--- src/hw/rtl/rcc_pkg.sv ---
`default_nettype none
// ----------------------------------------------------------------------------
// rcc_pkg: shared definitions of the raster cell classifier
// Field widths, register reset values, cell type codes and the records that
// travel between the classifier's modules.
// ----------------------------------------------------------------------------
package rcc_pkg;

  localparam int unsigned MAX_WIDTH_DEF = 1024;
  localparam int unsigned MAX_HEIGHT    = 4096;

  localparam int unsigned WIDTH_CFG_W  = 11;
  localparam int unsigned HEIGHT_CFG_W = 13;
  localparam int unsigned GAIN_W       = 8;
  localparam int unsigned ROW_W        = 12;
  localparam int unsigned PIX_W        = 8;
  localparam int unsigned POT_W        = 16;
  localparam int unsigned CHG_W        = 16;
  localparam int unsigned CFG_IDX_W    = 2;
  localparam int unsigned CFG_DATA_W   = 13;

  localparam logic [WIDTH_CFG_W-1:0]  WIDTH_RST     = 11'd640;
  localparam logic [HEIGHT_CFG_W-1:0] HEIGHT_RST    = 13'd480;
  localparam logic [GAIN_W-1:0]       PGAIN_RST     = 8'd179;
  localparam logic [GAIN_W-1:0]       CGAIN_RST     = 8'd26;
  localparam logic [PIX_W-1:0]        GREEN_NEUTRAL = 8'd128;

  typedef enum logic [1:0] {
    CELL_VACUUM  = 2'd0,
    CELL_METAL   = 2'd1,
    CELL_BOUND   = 2'd2,
    CELL_MBORDER = 2'd3
  } cell_type_e;

  typedef enum logic [CFG_IDX_W-1:0] {
    CFG_IMAGE_WIDTH    = 2'd0,
    CFG_IMAGE_HEIGHT   = 2'd1,
    CFG_POTENTIAL_GAIN = 2'd2,
    CFG_CHARGE_GAIN    = 2'd3
  } cfg_idx_e;

  typedef struct packed {
    logic [PIX_W-1:0] blue;
    logic [PIX_W-1:0] green;
    logic             conductive;
    cell_type_e       cell_type;
  } cell_t;

  typedef struct packed {
    logic has_above;
    logic promo_ok;
    logic last_row;
    logic last_col;
  } pos_flags_t;

  typedef struct packed {
    logic [GAIN_W-1:0] potential_gain;
    logic [GAIN_W-1:0] charge_gain;
  } gains_t;

  typedef struct packed {
    cell_type_e              cell_type;
    logic                    conductive;
    logic signed [POT_W-1:0] potential;
    logic [CHG_W-1:0]        charge;
    logic                    frame_end;
    logic                    run_last;
  } result_t;

endpackage
`default_nettype wire

--- src/hw/rtl/rcc_out_buf.sv ---
`default_nettype none
// ----------------------------------------------------------------------------
// rcc_out_buf: result output buffer
// Two result slots presented in order on the output channel. A new pair loads
// only when the buffer is empty or its last result drains in the same cycle.
// ----------------------------------------------------------------------------
module rcc_out_buf import rcc_pkg::*; (
  input  wire logic       clk_i,
  input  wire logic       rst_ni,
  input  wire logic       load_i,
  input  wire logic [1:0] load_cnt_i,
  input  wire result_t    res_a_i,
  input  wire result_t    res_b_i,
  input  wire logic       out_stall_i,
  output logic            out_valid_o,
  output result_t         res_o,
  output logic            can_load_o
);

  logic [1:0] cnt_q, cnt_d;
  result_t    slot_a_q, slot_b_q;
  logic       out_acc;

  assign out_valid_o = (cnt_q != 2'd0);
  assign out_acc     = out_valid_o && !out_stall_i;
  assign can_load_o  = (cnt_q == 2'd0) || ((cnt_q == 2'd1) && !out_stall_i);
  assign res_o       = slot_a_q;

  always_comb begin
    cnt_d = cnt_q;
    if (load_i) begin
      cnt_d = load_cnt_i;
    end else if (out_acc) begin
      cnt_d = cnt_q - 2'd1;
    end
  end

  always_ff @(posedge clk_i or negedge rst_ni) begin
    if (!rst_ni) begin
      cnt_q <= 2'd0;
    end else begin
      cnt_q <= cnt_d;
    end
  end

  always_ff @(posedge clk_i) begin
    if (load_i) begin
      slot_a_q <= res_a_i;
      slot_b_q <= res_b_i;
    end else if (out_acc) begin
      slot_a_q <= slot_b_q;
    end
  end

endmodule
`default_nettype wire

--- config.mk ---
export PLATFORM = sky130hd
export DESIGN_NAME = rcc_out_buf
export DESIGN_NICKNAME = d
export VERILOG_FILES = /design/src/hw/rtl/rcc_pkg.sv /design/src/hw/rtl/rcc_out_buf.sv
export SDC_FILE = /design/constraint.sdc
export NUM_CORES = 1
export LEC_CHECK = 0
export ABC_AREA = 1
export BUFFER_PORTS_ARGS = -buffer_cell sky130_fd_sc_hd__buf_4
export CAP_MARGIN = 40
export CORE_MARGIN = 5
export CORE_UTILIZATION = 44
export CTS_BUF_LIST = sky130_fd_sc_hd__clkbuf_4 sky130_fd_sc_hd__clkbuf_8
export CTS_CLUSTER_DIAMETER = 100
export DETAILED_ROUTE_END_ITERATION = 10
export PLACE_DENSITY = 0.82
export SLEW_MARGIN = 5
export SYNTH_ARGS = -nofsm -noshare
export SYNTH_HDL_FRONTEND = slang
export SYNTH_SLANG_ARGS = --single-unit
--- constraint.sdc ---
create_clock -name clk_i -period 1.85 [get_ports clk_i]
set_clock_uncertainty 0.2 [all_clocks]
set_input_delay 0 -clock clk_i [delete_from_list [all_inputs] [get_ports clk_i]]
set_output_delay 0 -clock clk_i [all_outputs]
set_load 0.02 [all_outputs]
==> impl_metrics.json <==
{
  "finalMaxSlewViolations": 0,
  "h-tree-depth": 3,
  "synthFlopType": "edfxtp_1",
  "synth-async-reset-ratio": 0.0263,
  "cp_data_arrival_time_ps": 1730,
  "synth-seq-cells": 76,
  "r2r_end": "res_o[20]",
  "wl_per_cell_um": 15.1,
  "dp.cells": 409,
  "clkTransAtPathRegs_ps": 80,
  "io_buffers": 118,
  "drc": 0,
  "post-synth-top-count-cell": "nand2_1",
  "tns_ps": 0,
  "crit_type": "in -> reg",
  "grt.total_usage": 0.197,
  "clock_latency_ps": 340,
  "setup-violations-final": 0,
  "cpMostUsedCell": "nand2_1",
  "synth.area.top_cells": "edfxtp_1 (78%), nand2_1 (16%), dfrtp_1 (1.8%)",
  "top_usage_layer": "met2",
  "fin_nets": 516,
  "grt.met3_usage": 0.0700,
  "clock_path_buffers": 2,
  "synth.distinct_cells": 12,
  "cp.required_ps": 1920,
  "routabilityCongestion": 0.732,
  "path_cells": "dlygate4sd3_1, buf_4, nand2_1, dlygate4sd3_1, o21ai_1, nand2_1, nand2_1",
  "yosys.area.top_type_share": 0.777,
  "rows": 29,
  "die-area_um2": 8210,
  "antenna_found_initial": 0,
  "hold_slack_ps": 180,
  "hold_path.class": "in -> reg",
  "maxCapViolations": 0,
  "r2r_start": "cnt_q[0]",
  "yosys_warnings": 0,
  "period_share": 0.898,
  "grt_pass1_wl_um": 12600,
  "reg2reg_slack_ps": 190,
  "cpPeakStageDelay_ps": 590,
  "cts_made_buffers": 9,
  "synth_area_leader_cell": "edfxtp_1",
  "n_antenna_cell": 0,
  "ctsResizeCount": 0,
  "synthTopCellsByCount": "nand2_1 (120), edfxtp_1 (74), buf_2 (5)",
  "gr-total-overflow": 0,
  "grt_pass1_vias": 2595,
  "grt_start_max_net_pins": 31,
  "postCtsSetupBuffers": 0,
  "viasPerCell": 4.53,
  "drt_iter0_drc": 115,
  "cts_tree": "built",
  "post-route-util": 0.784,
  "crit_buf_inv": 3,
  "ys_seq_area_frac": 0.795,
  "finalCriticalPeriod_ps": 1660,
  "peakVddDrop_v": 0.000613,
  "hold_violations": 0,
  "power_density_nw_per_um2": 882,
  "syn_avg_cell_area_um2": 13.2,
  "num_vias": 2340,
  "die_w_um": 90.6,
  "p_leak_nw": 2.24,
  "r2r_cells": 6,
  "status": "finished clean",
  "grtUsageMet2": 0.368,
  "rsz0062_at_grt": "no",
  "area_growth_pct": 74.0,
  "drive_gt1_frac": 0.319,
  "finalWirelength_um": 7780,
  "crit_fanout": 23,
  "worstHoldStart": "res_b_i[13]",
  "end_kind": "register",
  "firstDrtPassIters": 4,
  "place_area_um2": 3850,
  "syn_nets": 299,
  "holdPathEnd": "slot_b_q[13]",
  "ant_nets": 0,
  "design_area_um2": 4980,
  "tightest_slew_ps": 320,
  "cts.sinks": 76,
  "core_um2": 6350,
  "crit_family": "buffers and inverters",
  "syn_inst": 217,
  "grt_use_met1": 0.197,
  "slew_headroom": 0.786,
  "hold_depth": 2,
  "place_hpwl_um": 4410,
  "ios": 119,
  "fmax_ghz": 0.602,
  "critPathSlowestCell": "dlygate4sd3_1",
  "synth-edff-count": 74,
  "die_y_um": 90.6,
  "syn_area_um2": 2860,
  "start_util": 0.450,
  "final_cell_count_no_fill": 516,
  "critPathLaunchType": "input pin",
  "cts_root_buf": "clkbuf_8"
}
==> stage by stage <==
step / worst slack, ps / power (mW)
after floorplan: 69.0 / 2.53
after global placement: 287 / 2.90
after detailed placement: 218 / 2.92
after CTS: 212 / 4.40
after global routing: 116 / 4.57
final: 189 / 4.39
==> per-layer routing <==
metal  wire length, µm  share of wire
met5                 0              0
met4               150          0.019
met3               545          0.070
met2              4380           0.56
met1              2700           0.35
==> logic make-up after synthesis <==
kind of cell,after synthesis,share of synthesized area
and+or+nand+nor,123,0.163
adders and majority gates,2,0.00875
buffers and inverters,14,0.0298
AOI/OAI and AO/OA,2,0.00350
DFF,76,0.795
==> worst register-to-register path, stage by stage (launching register included) <==
cell and delay [ps]:
dfrtp_1 420, inv_1 70, ha_1 190, inv_1 80, nand2_1 120, nand2_4 120
buf_12 160
==> final cells by class <==
class                   count  area (µm²)
flip-flops and latches     76        2270
multi-input cells         127         507
fillers                   363        1370
inverters                   5        18.8
clock buffers               9         124
clock inverters             7        91.3
well taps                  77        96.3
repair buffers            215        1870
==> what timing repair did <==
action / CTS / global route
hold buffers: 91 / 0
endpoints found under the setup margin: 0 / 0
hold endpoints to repair: 85 / 0
==> registers in the layout, summed over array words and instances (netlist names) <==
signal / flops
cnt_q: 2
res_o: 37
slot_b_q: 37
==> worst max-delay path by stage <==
stage	from	endpoint	cells past startpoint
floorplan	cnt_q[0]	res_o[0]	5
global placement	cnt_q[0]	res_o[15]	6
detailed placement	cnt_q[0]	res_o[13]	6
CTS	cnt_q[0]	res_o[20]	6
global route	cnt_q[0]	res_o[20]	6
finish	load_i	cnt_q[0]	7
==> cells in the final DEF, fill, tap and decap left out, types with 2 or more instances in the layout <==
master	Yosys	routed
inv_1	4	4
edfxtp_1	74	74
bufinv_16	0	2
buf_4	1	122
buf_12	0	2
nand3_1	2	2
ha_1	2	2
clkinv_1	0	2
o21ai_1	2	2
clkinvlp_4	0	2
nand2_1	120	120
dfrtp_1	2	2
clkbuf_8	0	9
dlygate4sd3_1	0	91
==> report_power, final <==
group          switching, mW  total, mW  internal, mW
Combinational          0.429      0.880         0.450
Sequential            0.0590       2.17          2.11
Clock                  0.584       1.34         0.752
(Power assumes the default switching activity.)
