## src/hw/rtl/rcc_pkg.sv

```systemverilog
`default_nettype none
// ----------------------------------------------------------------------------
// rcc_pkg: shared definitions of the raster cell classifier
// Field widths, register reset values, cell type codes and the records that
// travel between the classifier's modules.
// ----------------------------------------------------------------------------
package rcc_pkg;

  localparam int unsigned MAX_WIDTH_DEF = 1024;
  localparam int unsigned MAX_HEIGHT    = 4096;

  localparam int unsigned WIDTH_CFG_W  = 11;
  localparam int unsigned HEIGHT_CFG_W = 13;
  localparam int unsigned GAIN_W       = 8;
  localparam int unsigned ROW_W        = 12;
  localparam int unsigned PIX_W        = 8;
  localparam int unsigned POT_W        = 16;
  localparam int unsigned CHG_W        = 16;
  localparam int unsigned CFG_IDX_W    = 2;
  localparam int unsigned CFG_DATA_W   = 13;

  localparam logic [WIDTH_CFG_W-1:0]  WIDTH_RST     = 11'd640;
  localparam logic [HEIGHT_CFG_W-1:0] HEIGHT_RST    = 13'd480;
  localparam logic [GAIN_W-1:0]       PGAIN_RST     = 8'd179;
  localparam logic [GAIN_W-1:0]       CGAIN_RST     = 8'd26;
  localparam logic [PIX_W-1:0]        GREEN_NEUTRAL = 8'd128;

  typedef enum logic [1:0] {
    CELL_VACUUM  = 2'd0,
    CELL_METAL   = 2'd1,
    CELL_BOUND   = 2'd2,
    CELL_MBORDER = 2'd3
  } cell_type_e;

  typedef enum logic [CFG_IDX_W-1:0] {
    CFG_IMAGE_WIDTH    = 2'd0,
    CFG_IMAGE_HEIGHT   = 2'd1,
    CFG_POTENTIAL_GAIN = 2'd2,
    CFG_CHARGE_GAIN    = 2'd3
  } cfg_idx_e;

  typedef struct packed {
    logic [PIX_W-1:0] blue;
    logic [PIX_W-1:0] green;
    logic             conductive;
    cell_type_e       cell_type;
  } cell_t;

  typedef struct packed {
    logic has_above;
    logic promo_ok;
    logic last_row;
    logic last_col;
  } pos_flags_t;

  typedef struct packed {
    logic [GAIN_W-1:0] potential_gain;
    logic [GAIN_W-1:0] charge_gain;
  } gains_t;

  typedef struct packed {
    cell_type_e              cell_type;
    logic                    conductive;
    logic signed [POT_W-1:0] potential;
    logic [CHG_W-1:0]        charge;
    logic                    frame_end;
    logic                    run_last;
  } result_t;

endpackage
`default_nettype wire

```

## src/hw/rtl/rcc_scan.sv

```systemverilog
`default_nettype none
// ----------------------------------------------------------------------------
// rcc_scan: raster position tracking and pixel classification
// Keeps the column and row counters, clamps the configured frame size and
// classifies the incoming pixel against its position in the frame.
// ----------------------------------------------------------------------------
module rcc_scan import rcc_pkg::*; #(
  parameter int unsigned MAX_WIDTH = MAX_WIDTH_DEF,
  localparam int unsigned AW = $clog2(MAX_WIDTH),
  localparam int unsigned WW = $clog2(MAX_WIDTH + 1),
  localparam int unsigned CW = (WW > WIDTH_CFG_W) ? WW : WIDTH_CFG_W
) (
  input  wire logic                    clk_i,
  input  wire logic                    rst_ni,
  input  wire logic                    accept_i,
  input  wire logic [WIDTH_CFG_W-1:0]  width_cfg_i,
  input  wire logic [HEIGHT_CFG_W-1:0] height_cfg_i,
  input  wire logic [PIX_W-1:0]        red_i,
  input  wire logic [PIX_W-1:0]        green_i,
  input  wire logic [PIX_W-1:0]        blue_i,
  output logic [AW-1:0]                addr_o,
  output cell_t                        cell_o,
  output pos_flags_t                   flags_o
);

  logic [AW-1:0]           col_q, col_d;
  logic [ROW_W-1:0]        row_q, row_d;
  logic [CW-1:0]           w_cfg, w_clamp, x_ext, x_inc;
  logic [HEIGHT_CFG_W-1:0] h_clamp, y_ext, y_inc;
  logic                    edge_cell;

  always_comb begin
    w_cfg = CW'(width_cfg_i);
    if (w_cfg < CW'(3)) begin
      w_clamp = CW'(3);
    end else if (w_cfg > CW'(MAX_WIDTH)) begin
      w_clamp = CW'(MAX_WIDTH);
    end else begin
      w_clamp = w_cfg;
    end

    if (height_cfg_i < HEIGHT_CFG_W'(3)) begin
      h_clamp = HEIGHT_CFG_W'(3);
    end else if (height_cfg_i > HEIGHT_CFG_W'(MAX_HEIGHT)) begin
      h_clamp = HEIGHT_CFG_W'(MAX_HEIGHT);
    end else begin
      h_clamp = height_cfg_i;
    end

    x_ext = (CW'(col_q) < w_clamp) ? CW'(col_q) : (w_clamp - CW'(1));
    y_ext = (HEIGHT_CFG_W'(row_q) < h_clamp) ? HEIGHT_CFG_W'(row_q)
                                               : (h_clamp - HEIGHT_CFG_W'(1));
    x_inc = x_ext + CW'(1);
    y_inc = y_ext + HEIGHT_CFG_W'(1);

    flags_o.last_col  = (x_inc == w_clamp);
    flags_o.last_row  = (y_inc == h_clamp);
    flags_o.has_above = (y_ext != '0);
    flags_o.promo_ok  = (x_ext != '0) && !flags_o.last_col &&
                        (y_ext >= HEIGHT_CFG_W'(2));
    edge_cell = (x_ext == '0) || flags_o.last_col || (y_ext == '0) || flags_o.last_row;

    cell_o.blue       = blue_i;
    cell_o.green      = green_i;
    cell_o.conductive = (red_i != '0) || (green_i != GREEN_NEUTRAL);
    if (edge_cell || (green_i != GREEN_NEUTRAL)) begin
      cell_o.cell_type = CELL_BOUND;
    end else if (red_i != '0) begin
      cell_o.cell_type = CELL_METAL;
    end else begin
      cell_o.cell_type = CELL_VACUUM;
    end

    addr_o = AW'(x_ext);

    if (x_inc >= w_clamp) begin
      col_d = '0;
      row_d = (y_inc >= h_clamp) ? '0 : ROW_W'(y_inc);
    end else begin
      col_d = AW'(x_inc);
      row_d = ROW_W'(y_ext);
    end
  end

  always_ff @(posedge clk_i or negedge rst_ni) begin
    if (!rst_ni) begin
      col_q <= '0;
      row_q <= '0;
    end else if (accept_i) begin
      col_q <= col_d;
      row_q <= row_d;
    end
  end

endmodule
`default_nettype wire

```

## config.mk

```make
export PLATFORM = sky130hd
export DESIGN_NAME = rcc_scan
export DESIGN_NICKNAME = d
export VERILOG_FILES = /design/src/hw/rtl/rcc_pkg.sv /design/src/hw/rtl/rcc_scan.sv
export SDC_FILE = /design/constraint.sdc
export NUM_CORES = 1
export LEC_CHECK = 0
export BUFFER_PORTS_ARGS = -buffer_cell sky130_fd_sc_hd__buf_2
export CORE_ASPECT_RATIO = 1.2
export CORE_MARGIN = 5
export CORE_UTILIZATION = 35
export DETAILED_ROUTE_END_ITERATION = 12
export PLACE_DENSITY_LB_ADDON = 0.15
export SLEW_MARGIN = 10
export SYNTH_ARGS = -nofsm -noshare
export SYNTH_HDL_FRONTEND = slang
export SYNTH_SLANG_ARGS = --single-unit
```

## constraint.sdc

```tcl
create_clock -name clk_i -period 11.92 [get_ports clk_i]
set_input_delay 1.788 -clock clk_i [delete_from_list [all_inputs] [get_ports clk_i]]
set_output_delay 1.788 -clock clk_i [all_outputs]
set_load 0.1 [all_outputs]
```

==> out/summary.txt <==
outcome -> finished, final reports clean
Yosys top cell by area -> ha_1
area of the multi-input gates -> 0.003124 mm^2
PostCTS Resize Cnt -> 0
drt drc -> 0
cts hold-fix bufs -> 0
clock buffer depth -> 2
arrival time worst endpoint -> 8.19 ns
total CTS buffers -> 3
Combinational Power Share -> 80.9%
CTS clk-pin slew, worst paths -> 0.06 ns
unrepaired setup endpoints after global routing -> false
post-route minimum period -> 9.980 ns
clock skew -> 0.005078 ns
Final Util -> 38.33%
Tot GR Track Use -> 18.31%
site row count -> 43
Worst Path Max Fanout -> 21
Port Buffers -> 67
vias in the first global route -> 4,124
clock share of power -> 6.1%
CTS root buffer -> clkbuf_16
Clock Sinks -> 22
die height -> 128.4 um
Initial DRC Count -> 185
# Post-CTS Setup Buffers -> 0
WS Path Type -> in -> out
io pins -> 84
number of enable flip-flop cells after synthesis -> 0
Crit-path slowest cell -> nor4_2
Pre-antenna DRT Iters -> 4
Ys Warns -> 0
die area -> 0.01396 mm^2
final setup TNS -> 0 ns
largest cells by area after synthesis -> ha_1 16%, dfrtp_1 13%, nand2_1 4.2%
antenna-violating nets left -> 0
worst-path cell chain -> buf_2 -> nor4_2 -> and3_1 -> o21ai_0 -> ha_1 -> a21oi_1 -> o221ai_1 -> a31oi_1 -> nand3_2 -> a21oi_1 -> ha_1 -> nand2_1 -> or4_4 -> o41ai_4 -> o21ai_2 -> xor2_1 -> ha_1 -> nand4_1 -> nor4_2 -> nor2_1 -> nand3_1 -> buf_2
Via density -> 5.685
Net Count, Synth -> 621
Post-Layout Cell Count -> 709
Post-Syn Area per Cell -> 7.881 um^2
GR Overflow Total -> 0
initial core utilization -> 35.52%
Pwr per Cell Area -> 270.3 mW/mm^2
endpoint type of the worst setup path -> output pin
Pleak -> 1.897 nW
share of cells above drive strength 1 -> 20.11%
Cells after DPL -> 706
Antenna Cells -> 0
Sw Ratio -> 61.01%
first-pass GRT wire length -> 20,780 um
clk_lat worst skew -> 0.26 ns
Critical Path Max Stage Delay -> 0.55 ns
sequential cell area fraction in the yosys report -> 13.46%
Worst-Margin Slew -> 0.8301 ns
Worst setup SP type -> input port
Worst EP required -> 10.13 ns
fin. max-slew vios -> 0
worst vdd ir -> 211.2 uV
hold depth -> 2
FMAX -> 0.1002 GHz
synthesis-to-finish area growth -> 7.892%
Buf/Inv on CP -> 2
dpl cell area -> 0.004338 mm^2
Stages on worst setup path -> 22
Via Count -> 4,031
Pwr Total -> 1.193 mW
Crit path top cell by count -> ha_1
Psw -> 0.7278 mW
Hold Vio Cnt, Final -> 0
top-area cell type share of the netlist area -> 15.60%
register share of total power -> 12.9%
Mapped Area -> 0.004090 mm^2
core area -> 0.01151 mm^2
Worst R2R Path Depth -> 19
Netlist cell types -> 83
Gate Count Post-Synth -> 519
drt wl/cell -> 17.85 um
largest net degree at the start of global routing -> 45
Rel. slew slack -> 44.33%
routability cong. -> 0.8447
fill count -> 1,287
register bit total from synthesis -> 22
HP Class -> reg -> reg
Internal Power -> 0.4652 mW
Routed WL -> 12,650 um
Post-synth ARST share -> 100.0%
top_reg_cell synth -> dfrtp_1
initial antenna violation count -> 0
final instance area -> 0.004413 mm^2
CTS tree -> built
DIE WIDTH -> 108.7 um
delay-heaviest family, CP -> simple AND/OR/NAND/NOR gates
Total Nets Final -> 656
H-Tree Depth -> 1
Max-Cap Viols -> 0
Final period util -> 83.72%
hpwl dp -> 10,570 um
Final setup viols -> 0
FF/Latch Area -> 550.5 um^2
==> layer usage <==
layer / global-route usage, % / up-vias / part of all wire, %
met1: 21.80 / 1909 / 42
met5: 0 / - / 0
li1: - / 2007 / -
met4: 7.949 / 0 / 3.4
met3: 1.305 / 23 / 2.6
met2: 33.43 / 92 / 52
==> tightest hold or removal path, stage by stage, from the launching register on <==
cell     delay (ns)
dfrtp_1        0.39
nor2_1         0.06
a21oi_1        0.10
==> final cells by class <==
| type | count | share of cell area, % |
|---|---|---|
| multi-input combinational | 425 | 70.80 |
| sequential | 22 | 12.48 |
| timing repair buffer | 67 | 7.599 |
| tap | 157 | 4.451 |
| inverter | 35 | 2.977 |
| clock buffer | 3 | 1.701 |
==> cells in the final DEF (no fill, tap or decap), types with 5 or more instances in the layout <==
cell	synthesis	routed
buf_2	2	67
ha_1	51	51
nand2_1	46	46
nor2_1	40	40
inv_1	34	34
a21oi_1	33	33
o21ai_0	22	22
dfrtp_1	22	22
nand3_1	20	20
xnor2_1	16	16
nand4_1	15	15
nor4_1	10	9
nor2b_1	9	9
a31o_1	9	9
nor3_1	7	7
mux2i_1	7	7
and3_1	7	7
o31ai_1	6	6
a21o_1	6	6
xor2_1	6	6
o22ai_1	6	6
mux2_2	5	5
nor3b_1	5	5
==> registers in the layout, indices dropped and copies added, names as in the netlist <==
name and flops:
row_q 12, col_q 10
==> cells by family (layout without fill, tap and decap cells) <==
logic type                 Yosys count  in the layout  synth area share [%]
adders and majority gates           51             51                 15.60
buffers and inverters               72            105                 10.31
AOI/OAI and AO/OA                  142            142                 25.67
xor gates and xnor gates            22             22                 4.711
and+or+nand+nor                    196            196                 26.43
muxes                               14             14                 3.824
DFF                                 22             22                 13.46
==> worst paths after layout <==
kind | to | slack (ns) | from
hold / removal | row_q[0]$_DFFE_PN0P_ | 0.59 | row_q[0]$_DFFE_PN0P_
max in group asynchronous | row_q[10]$_DFFE_PN0P_ | 10.06 | rst_ni
setup / recovery | cell_o[1] | 1.94 | height_cfg_i[5]
setup reg to reg | row_q[1]$_DFFE_PN0P_ | 5.84 | row_q[8]$_DFFE_PN0P_
hold reg to reg | row_q[0]$_DFFE_PN0P_ | 0.59 | row_q[0]$_DFFE_PN0P_
min in group asynchronous | row_q[0]$_DFFE_PN0P_ | 1.50 | rst_ni
==> stage by stage <==
step	worst slack (ns)	hold slack (ns)
2_1_floorplan	0.1831	0.5380
3_3_place_gp	2.057	0.5870
3_5_place_dp	1.892	0.5866
4_1_cts	1.873	0.5914
5_1_grt	1.466	0.6291
6_report	1.940	0.5921
==> cell usage after synthesis, types with 6 or more instances <==
cell and number:
nand2_1 46, a21o_1 6, clkbuf_8 7, nor4_1 10
xnor2_1 16, nor3_1 7, nand3_1 20, o31ai_1 6
clkbuf_1 9, and3_1 7, mux2i_1 7, a31o_1 9
inv_1 34, a21oi_1 33, o22ai_1 6, xor2_1 6
buf_4 17, o21ai_0 22, nand4_1 15, dfrtp_1 22
nor2b_1 9, nor2_1 40, ha_1 51
==> power by group through the flow <==
stage	sequential, mW	combinational (mW)	clock [mW]
floorplan	0.136	0.801	0
global placement	0.156	0.963	0
detailed placement	0.154	0.967	0
CTS	0.154	0.971	0.0747
global route	0.159	1.07	0.0778
finish	0.154	0.966	0.0731
No activity file was read; power rests on OpenSTA's default activity.
